**src/bilc_pkg.sv**
```systemverilog
// Package for the battery indicator LED controller.
// Word types, register indexes and the fixed thresholds; no dependencies.
package bilc_pkg;

  typedef struct packed {
    logic [7:0]  charge_status;
    logic [15:0] battery_ocv;
    logic        power_on;
  } in_word_t;

  typedef struct packed {
    logic [6:0] battery_level;
    logic       led_update;
    logic [5:0] led_red;
    logic [6:0] led_green;
    logic       shutdown_request;
  } out_word_t;

  typedef struct packed {
    logic [6:0] low_level_limit;
    logic [7:0] warn_ticks;
  } cfg_t;

  localparam int unsigned CfgIdxW  = 1;
  localparam int unsigned CfgDataW = 8;

  localparam logic [CfgIdxW-1:0] RegLowLevelLimit = 1'd0;
  localparam logic [CfgIdxW-1:0] RegWarnTicks     = 1'd1;

  localparam logic [6:0] LowLevelLimitRst = 7'd3;
  localparam logic [7:0] WarnTicksRst     = 8'd30;

  localparam logic [15:0] BarThr1 = 16'd4100;
  localparam logic [15:0] BarThr2 = 16'd4800;
  localparam logic [15:0] BarThr3 = 16'd5500;
  localparam logic [15:0] OcvEmpty = 16'd2800;

  // (ocv - 2800) / 27: anything from 2700 up clamps to 100
  localparam logic [15:0] OcvSpanFull = 16'd2700;
  // ceil(2^16 / 27); exact for spans below 3276
  localparam logic [11:0] Recip27 = 12'd2428;

  localparam logic [6:0] LevelMax = 7'd100;
  localparam logic [5:0] RedBlink = 6'd60;
  localparam logic [6:0] GreenFull = 7'd66;
  localparam logic [6:0] GreenRamp1 = 7'd20;
  localparam logic [6:0] GreenRamp2 = 7'd40;
  localparam logic [6:0] GreenRamp3 = 7'd60;

endpackage

```
**src/bilc_level.sv**
```systemverilog
// Level decode: bar mask while charging, percentage while discharging.
// Depends on bilc_pkg.
module bilc_level (
  input  logic [15:0] battery_ocv_i,
  output logic [6:0]  bars_o,
  output logic [6:0]  percent_o
);
  import bilc_pkg::*;

  logic [15:0] span;
  logic [23:0] prod;

  always_comb begin
    if (battery_ocv_i < BarThr1) begin
      bars_o = 7'd3;
    end else if (battery_ocv_i < BarThr2) begin
      bars_o = 7'd7;
    end else if (battery_ocv_i < BarThr3) begin
      bars_o = 7'd15;
    end else begin
      bars_o = 7'd31;
    end
  end

  assign span = battery_ocv_i - OcvEmpty;
  // divide by 27 via reciprocal multiply; span is below 2700 here
  assign prod = span[11:0] * Recip27;

  always_comb begin
    if (battery_ocv_i < OcvEmpty) begin
      percent_o = '0;
    end else if (span >= OcvSpanFull) begin
      percent_o = LevelMax;
    end else begin
      percent_o = prod[22:16];
    end
  end

endmodule

```
**src/bilc_ctrl.sv**
```systemverilog
// LED and low-power warning control with its tick state.
// Depends on bilc_pkg and bilc_level.
module bilc_ctrl (
  input  logic               clk_i,
  input  logic               rst_ni,
  input  logic               adv_i,
  input  bilc_pkg::cfg_t     cfg_i,
  input  bilc_pkg::in_word_t word_i,
  output bilc_pkg::out_word_t word_o
);
  import bilc_pkg::*;

  logic       was_charging_q, was_charging_d;
  logic [2:0] ramp_phase_q, ramp_phase_d;
  logic       blink_on_q, blink_on_d;
  logic [7:0] warn_count_q, warn_count_d;

  logic [6:0] bars, percent;
  logic       charging, full, warn;
  logic [7:0] cnt_inc;

  bilc_level u_level (
    .battery_ocv_i(word_i.battery_ocv),
    .bars_o       (bars),
    .percent_o    (percent)
  );

  assign charging = |word_i.charge_status[7:4];
  assign full     = word_i.charge_status[6];
  assign warn     = (percent <= cfg_i.low_level_limit) && word_i.power_on;
  assign cnt_inc  = (warn_count_q == 8'hFF) ? warn_count_q : warn_count_q + 8'd1;

  always_comb begin
    was_charging_d = was_charging_q;
    ramp_phase_d   = ramp_phase_q;
    blink_on_d     = blink_on_q;
    warn_count_d   = warn_count_q;
    word_o         = '0;
    if (charging) begin
      word_o.battery_level = bars;
      was_charging_d = 1'b1;
      if (full) begin
        word_o.led_update = 1'b1;
        word_o.led_green  = GreenFull;
      end else begin
        warn_count_d = '0;
        ramp_phase_d = ramp_phase_q + 3'd1;
        case (ramp_phase_q)
          3'd1: word_o.led_update = 1'b1;
          3'd2: begin
            word_o.led_update = 1'b1;
            word_o.led_green  = GreenRamp1;
          end
          3'd3: begin
            word_o.led_update = 1'b1;
            word_o.led_green  = GreenRamp2;
          end
          3'd4: begin
            word_o.led_update = 1'b1;
            word_o.led_green  = GreenRamp3;
            ramp_phase_d      = 3'd1;
          end
          default: ;
        endcase
      end
    end else begin
      word_o.battery_level = percent;
      if (was_charging_q) begin
        was_charging_d    = 1'b0;
        word_o.led_update = 1'b1;
      end
      if (warn) begin
        word_o.led_update = 1'b1;
        if (cnt_inc < cfg_i.warn_ticks) begin
          warn_count_d   = cnt_inc;
          blink_on_d     = ~blink_on_q;
          word_o.led_red = blink_on_q ? 6'd0 : RedBlink;
        end else begin
          warn_count_d            = '0;
          word_o.shutdown_request = 1'b1;
        end
      end else begin
        warn_count_d = '0;
      end
    end
  end

  always_ff @(posedge clk_i or negedge rst_ni) begin
    if (!rst_ni) begin
      was_charging_q <= 1'b0;
      ramp_phase_q   <= '0;
      blink_on_q     <= 1'b0;
      warn_count_q   <= '0;
    end else if (adv_i) begin
      was_charging_q <= was_charging_d;
      ramp_phase_q   <= ramp_phase_d;
      blink_on_q     <= blink_on_d;
      warn_count_q   <= warn_count_d;
    end
  end

endmodule

```
**src/battery_indicator_led_controller_unit.sv**
```systemverilog
// Battery indicator LED controller: one status tick in, one result word out.
// Each word is registered on entry, decoded by a single combinational stage and
// registered again in the output register, and a new word is taken every cycle
// while not stalled; out_stall_i holds both stages. The tick state is updated as
// each word moves to the output. Configuration writes (low-level limit, warning
// tick count) are taken when cfg_we_i is high and should be made with no word
// in flight.
// Depends on bilc_pkg and bilc_ctrl.
module battery_indicator_led_controller_unit (
  input  logic                                clk_i,
  input  logic                                rst_ni,
  input  logic                                cfg_we_i,
  input  logic [bilc_pkg::CfgIdxW-1:0]        cfg_idx_i,
  input  logic [bilc_pkg::CfgDataW-1:0]       cfg_wdata_i,
  input  logic                                in_valid_i,
  output logic                                in_stall_o,
  input  bilc_pkg::in_word_t                  in_word_i,
  output logic                                out_valid_o,
  input  logic                                out_stall_i,
  output bilc_pkg::out_word_t                 out_word_o
);
  import bilc_pkg::*;

  cfg_t      cfg_q;
  in_word_t  in_q;
  logic      in_valid_q;
  out_word_t out_q, res;
  logic      out_valid_q;
  logic      out_free, adv;

  assign out_free   = ~out_valid_q | ~out_stall_i;
  assign adv        = in_valid_q & out_free;
  assign in_stall_o = in_valid_q & ~out_free;

  always_ff @(posedge clk_i or negedge rst_ni) begin
    if (!rst_ni) begin
      cfg_q.low_level_limit <= LowLevelLimitRst;
      cfg_q.warn_ticks      <= WarnTicksRst;
    end else if (cfg_we_i) begin
      case (cfg_idx_i)
        RegLowLevelLimit: cfg_q.low_level_limit <= cfg_wdata_i[6:0];
        RegWarnTicks:     cfg_q.warn_ticks      <= cfg_wdata_i;
        default: ;
      endcase
    end
  end

  bilc_ctrl u_ctrl (
    .clk_i (clk_i),
    .rst_ni(rst_ni),
    .adv_i (adv),
    .cfg_i (cfg_q),
    .word_i(in_q),
    .word_o(res)
  );

  always_ff @(posedge clk_i or negedge rst_ni) begin
    if (!rst_ni) begin
      in_valid_q  <= 1'b0;
      out_valid_q <= 1'b0;
    end else begin
      if (~in_stall_o) begin
        in_valid_q <= in_valid_i;
      end
      if (out_free) begin
        out_valid_q <= in_valid_q;
      end
    end
  end

  always_ff @(posedge clk_i) begin
    if (in_valid_i && !in_stall_o) begin
      in_q <= in_word_i;
    end
    if (adv) begin
      out_q <= res;
    end
  end

  assign out_valid_o = out_valid_q;
  assign out_word_o  = out_q;

endmodule
```
**config.mk**
```make
export PLATFORM = sky130hd
export DESIGN_NAME = battery_indicator_led_controller_unit
export DESIGN_NICKNAME = d
export VERILOG_FILES = /design/src/bilc_pkg.sv /design/src/bilc_level.sv /design/src/bilc_ctrl.sv /design/src/battery_indicator_led_controller_unit.sv
export SDC_FILE = /design/constraint.sdc
export NUM_CORES = 1
export LEC_CHECK = 0
export BUFFER_PORTS_ARGS = -buffer_cell sky130_fd_sc_hd__buf_2
export CAP_MARGIN = 5
export CORE_ASPECT_RATIO = 0.5
export CORE_MARGIN = 5
export CORE_UTILIZATION = 28
export CTS_CLUSTER_DIAMETER = 50
export DETAILED_ROUTE_END_ITERATION = 6
export PLACE_DENSITY_LB_ADDON = 0.12
export SLEW_MARGIN = 20
export SYNTH_ARGS = -nofsm -noshare
export SYNTH_HDL_FRONTEND = slang
export SYNTH_SLANG_ARGS = --single-unit
```
**constraint.sdc**
```tcl
create_clock -name clk_i -period 16.4 [get_ports clk_i]
set_input_delay 0 -clock clk_i [delete_from_list [all_inputs] [get_ports clk_i]]
set_output_delay 0 -clock clk_i [all_outputs]
set_load 0.01 [all_outputs]
```
# Word level (Yosys, flattened, before mapping)
# Cells that the tools add are included.
# totals
output_inout_bits	24
reg_bits	77
elab_cells	81
input_bits	39
# classes
order_cmp	7
bitwise	12
eq_ne	6
n_reduce_logical	13
n_mul	1
mux	22
addsub	3
# ops
op	count
< comparator 16 x 13 -> 1 bit, second input constant	3
2-to-1 mux 8 bit	6
2-to-1 mux 7 bit	4
multiplier 12 x 10 -> 21 bit, second input constant	1
case mux 6 bit (3 select lines)	1
greater-or-equal comparator 16 x 12 -> 1 bit, second input constant	1
< comparator 16 x 12 -> 1 bit, second input constant	1
subtractor 16 x 12 -> 16 bit, second input constant	1
2-to-1 mux 5 bit	3
2-to-1 mux 6 bit	2
inverter 1 bit	9
adder 8 x 1 -> 8 bit, second input constant	1
equality test 8 bit, second input constant	1
< comparator 8 bit	1
OR reduction 4 bit	2
less-or-equal comparator 7 bit	1
equality test 3 x 2 -> 1 bit, second input constant	2
AND reduction 2 bit	3
OR reduction 6 bit	1
2-to-1 mux 1 bit	5
OR reduction 5 bit	1
AND reduction 4 bit	1
adder 3 x 1 -> 3 bit, second input constant	1
equality test 3 x 1 -> 1 bit, second input constant	1
9 further kinds	11

# Longest topological paths before layout
# logic_depth
depth_word	8
depth_mapped	32
depth_no_buf	32

# Modules after synthesis
# Synthesis repeated with hierarchy kept, for this count alone.
# unflattened
hier_cells	610
area_unflattened_um2	6653.9
# by_module_without_submodules
module	seq_area_each_um2	area_per_inst_um2	n_inst	cells_per_inst
bilc_level	0.0	3100.5	1	345
battery_indicator_led_controller_unit	1844.3	2107.0	1	88
bilc_ctrl	325.3	1446.4	1	177

# Worst setup path after synthesis
# Ideal clock, no wire load.
# synth_timing
path_kind	reg2reg
startpoint	reg in_q[5] (netlist bit)
endpoint	reg u_ctrl.blink_on_q
required_ns	16.325
n_path_buf	0
stages_incl_launch_ff	28
synth_period_minus_slack_ns	6.995
setup_ns	0.075
arrival_time_ns	6.920
setup_slack_ns	9.405
path_cell_list	edfxtp_1 -> ha_1 -> and3_1 -> xnor2_1 -> inv_1 -> fa_1 -> inv_1 -> fa_1 -> fa_1 -> fa_1 -> inv_1 -> fa_1 -> inv_1 -> ha_1 -> a21oi_1 -> o22ai_1 -> a31oi_1 -> a21oi_1 -> or3_1 -> a21oi_1 -> nor2_1 -> ha_1 -> o21ai_0 -> a21oi_1 -> o31a_1 -> nand2b_4 -> nor2_8 -> xor2_2
# synth_via
elab_chain_len	7
word_cells_on_any_way	9
cone_classes	1 x add/sub; 1 x mul; 3 x order compare; 2 x mux; 2 x reduce/logical
# synth_lines
element	line_no	text
from (decl)	battery_indicator_led_controller_unit.sv:25	in_word_t in_q;
from (signal assigned)	battery_indicator_led_controller_unit.sv:73	in_q <= in_word_i;
subtractor 16 x 12 -> 16 bit	bilc_level.sv:25	assign span = battery_ocv_i - OcvEmpty;
multiplier 12 x 10 -> 21 bit / greater-or-equal comparator 16 x 12 -> 1 bit (equally long branches)	bilc_level.sv:27, bilc_level.sv:32	
2-to-1 mux 7 bit	bilc_level.sv:32	end else if (span >= OcvSpanFull) begin
2-to-1 mux 7 bit (*)	bilc_level.sv:30	if (battery_ocv_i < OcvEmpty) begin
less-or-equal comparator 7 bit (*)	bilc_ctrl.sv:30	assign warn = (percent <= cfg_i.low_level_limit) && word_i.power_on;
logical AND 1 bit (*)	bilc_ctrl.sv:30	
AND reduction 4 bit (no source line) (*)	n/a	
to (signal assigned)	bilc_ctrl.sv:97	blink_on_q <= blink_on_d;
to (decl)	bilc_ctrl.sv:15	logic blink_on_q, blink_on_d;
# Every way passes the cells marked *; elsewhere a longest branch is shown, timed or not.
# A chain may end at the register's enable or synchronous reset.

# Worst setup path after layout
# layout_timing
startpoint	reg in_q[5] (netlist bit)
endpoint	reg u_ctrl.warn_count_q[2]
# layout_via
elab_chain_len	8
word_cells_on_any_way	10
cone_classes	1 x add/sub; 1 x mul; 3 x order compare; 4 x mux; 1 x reduce/logical
# layout_lines
element	line_no	text
subtractor 16 x 12 -> 16 bit	bilc_level.sv:25	
multiplier 12 x 10 -> 21 bit / greater-or-equal comparator 16 x 12 -> 1 bit (equally long branches)	bilc_level.sv:27, bilc_level.sv:32	
2-to-1 mux 7 bit	bilc_level.sv:32	
2-to-1 mux 7 bit (*)	bilc_level.sv:30	
less-or-equal comparator 7 bit (*)	bilc_ctrl.sv:30	
logical AND 1 bit (*)	bilc_ctrl.sv:30	
2-to-1 mux 8 bit (*)	bilc_ctrl.sv:72	if (warn) begin
2-to-1 mux 8 bit (*)	bilc_ctrl.sv:39	if (charging) begin
to (signal assigned)	bilc_ctrl.sv:98	warn_count_q <= warn_count_d;
to (decl)	bilc_ctrl.sv:16	logic [7:0] warn_count_q, warn_count_d;
# Marks and branches as above.

==> results by group <==
Status
  • Outcome: finished, final reports clean

STA
  • Fmax achieved: 122 MHz
  • Post-route setup TNS: 0 ns
  • Slew @ Worst Pin: 0.959 ns
  • Slew Limit Fails: 0
  • Period utilization: 0.500
  • Minimum clock period: 8.20 ns
  • Unrepaired setup endpoints after global routing: no
  • Worst rel slew slack: 0.356
  • Setup violators final: 0
  • Max Clock Skew: 0.00637 ns
  • Final Hold Vio Count: 0
  • Min Hold Slack: 0.0852 ns

Worst setup path
  • Crit end category: flip-flop
  • Critical path's slowest cell: o41ai_1
  • Worst setup SP type: flip-flop
  • Req. time, crit path: 16.67 ns
  • WP data arrival: 8.47 ns
  • Worst reg-to-reg setup slack: 8.20 ns
  • Critical-path maximum fanout: 8
  • Slowest stage delay, CP: 0.66 ns
  • CP Class: reg -> reg
  • Crit-path most repeated cell: fa_1

Layout
  • Diodes inserted: 0
  • Final Cell Area: 0.00722 sq mm
  • Area taken by multi-input logic gates: 0.00377 sq mm
  • Fillcell total: 2,259
  • P&R area growth vs syn: 19.2%
  • Most frequent cells in the layout: 105 x inv_1, 98 x ha_1, 55 x buf_2
  • Fin util: 0.336
  • FF/Latch Area: 0.00178 sq mm
  • Commonest non-fill, non-tap cell in the layout: inv_1
  • Layout cell share with drive strength beyond 1: 0.152
  • Final net count: 853

Floorplan
  • # rows: 38
  • Die X: 218 um
  • Die area: 0.0249 sq mm
  • Initial Utilization: 0.282
  • # IOs: 63
  • Core ar.: 0.0215 sq mm
  • Die Y: 114 um

Global routing
  • Tot GR Track Use: 0.117
  • Initial antenna violation count: 0
  • Grt total ovfl: 0
  • Vias in the first global route: 4,540
  • First-pass GRT wire length: 22.9 mm
  • Pin count of the biggest net entering global routing: 31

Drt
  • DRC Markers: 0
  • Vias per inst: 4.42
  • DRT Pass-1 Iters: 4
  • Vias: 4,345
  • Wire per inst: 14.0 um
  • Post-route ant nets: 0
  • DRT Wirelength: 13.8 mm
  • DRT iter0 DRCs: 180

Synth
  • Post-Syn Instances: 599
  • Post-Synthesis Cell Area: 0.00606 sq mm
  • Register area share after synthesis: 0.294
  • Post-synth EDFFs: 34
  • Ys Warns: 0
  • Synth cell types: 67
  • Async SR Flop Fraction: 0.469
  • Yosys reg bits: 64
  • Syn avg cell area: 10.1 sq um
  • Top FF cell, synth: edfxtp_1

Clock network
  • Clock root cell: clkbuf_16
  • Clock transition at path regs: 0.06 ns
  • TritonCTS Buffers: 9
  • Postcts setup bufs: 0
  • # H-tree levels: 3
  • Clock Tree Buf Depth: 2
  • Clock sink count: 64
  • Worst-Skew Late Latency: 0.33 ns
  • CTS tree: built

Pwr
  • Pwr Total: 1.17 mW
  • Peak VDD IR: 0.102 mV
  • Leak: 3.45 nW
  • P per Cell Area: 163 mW/mm^2

Placed design
  • Routability cong.: 0.774
  • Input/output buffers: 55
  • Final HPWL DP: 10.8 mm
  • Post-DP Area: 0.00660 sq mm

Hold path
  • Hold WC Path Type: in -> reg

Flow run
  • Maxcap violations: 0
[what timing repair did]
item,CTS,global route
hold endpoints to repair,62,0
hold buffers,33,0
gates resized for setup,0,0
setup endpoints to repair,0,0
[per-layer routing]
metal  share of wire  global-route usage  vias up
li1                -                   -     2195
met1            0.49               0.154     2097
met2            0.47               0.196       43
met3           0.030              0.0281       10
met4           0.010              0.0272        0
met5               0                   0        -
[cell type report]
class                      count  area share
clock buffer                  12      0.0371
clock inverter                 4     0.00347
tap                          300      0.0520
timing repair buffer          89      0.0849
inverter                     105      0.0546
multi-input combinational    409       0.522
sequential                    64       0.246
[registers in the layout, summed over array words and instances, names as in the netlist]
| name | cells |
|---|---|
| cfg_q | 15 |
| in_q | 21 |
| in_valid_q | 1 |
| out_valid_o | 1 |
| out_word_o | 13 |
| u_ctrl.blink_on_q | 1 |
| u_ctrl.ramp_phase_q | 3 |
| u_ctrl.warn_count_q | 8 |
| u_ctrl.was_charging_q | 1 |
[Yosys cell counts, types with 8 or more instances]
cell | instances | area share
a21oi_1 | 26 | 0.021
buf_4 | 10 | 0.012
clkbuf_1 | 8 | 0.0050
dfrtp_1 | 24 | 0.099
edfxtp_1 | 34 | 0.17
fa_1 | 38 | 0.13
ha_1 | 98 | 0.20
inv_1 | 105 | 0.065
mux2_2 | 10 | 0.019
nand2_1 | 36 | 0.022
nand2b_1 | 14 | 0.014
nand3_1 | 10 | 0.0083
nor2_1 | 27 | 0.017
nor3_1 | 8 | 0.0066
o21ai_0 | 17 | 0.014
xnor2_1 | 13 | 0.019
xor2_1 | 8 | 0.012
[kinds of logic after synthesis]
group                      share of synthesized area
adders and majority gates                      0.328
buffers and inverters                         0.0863
and+or+nand+nor                                0.109
AOI/OAI and AO/OA                              0.127
DFF                                            0.294
xor gates and xnor gates                      0.0330
muxes                                         0.0219
other                                       0.000619
[worst paths after layout]
| kind | cells after the start | startpoint | endpoint |
|---|---|---|---|
| setup / recovery | 27 | in_q[5] | u_ctrl.warn_count_q[2] |
| hold / removal | 4 | cfg_idx_i | cfg_q[9] |
| setup reg to reg | 27 | in_q[5] | u_ctrl.warn_count_q[2] |
| hold reg to reg | 2 | u_ctrl.was_charging_q | u_ctrl.was_charging_q |
| max in group asynchronous | 2 | rst_ni | u_ctrl.was_charging_q |
| min in group asynchronous | 2 | rst_ni | in_valid_q |
[where the power goes]
| group | internal (mW) | total, mW | switching, mW |
|---|---|---|---|
| combinational | 0.315 | 0.776 | 0.461 |
| sequential | 0.190 | 0.205 | 0.0152 |
| clock | 0.116 | 0.193 | 0.0775 |
[per-stage QoR]
| step | cells | setup WS [ns] |
|---|---|---|
| CTS | 983 | 8.09 |
| finish | 983 | 8.20 |
| global route | 983 | 7.67 |
| global placement | 934 | 8.19 |
| floorplan | 601 | 9.40 |
| detailed placement | 934 | 8.13 |
[critical path, delay by kind of cell, from the launching register on]
kind | cells | cell delay (ns)
AO/OA/AOI/OAI | 10 | 2.35
XOR/XNOR | 1 | 0.62
adder cells (fa/ha/maj) | 8 | 3.51
buffers and inverters | 4 | 0.40
flip-flops | 1 | 0.54
AND/OR/NAND/NOR | 4 | 0.69
Power figures use the tool's default switching activity.
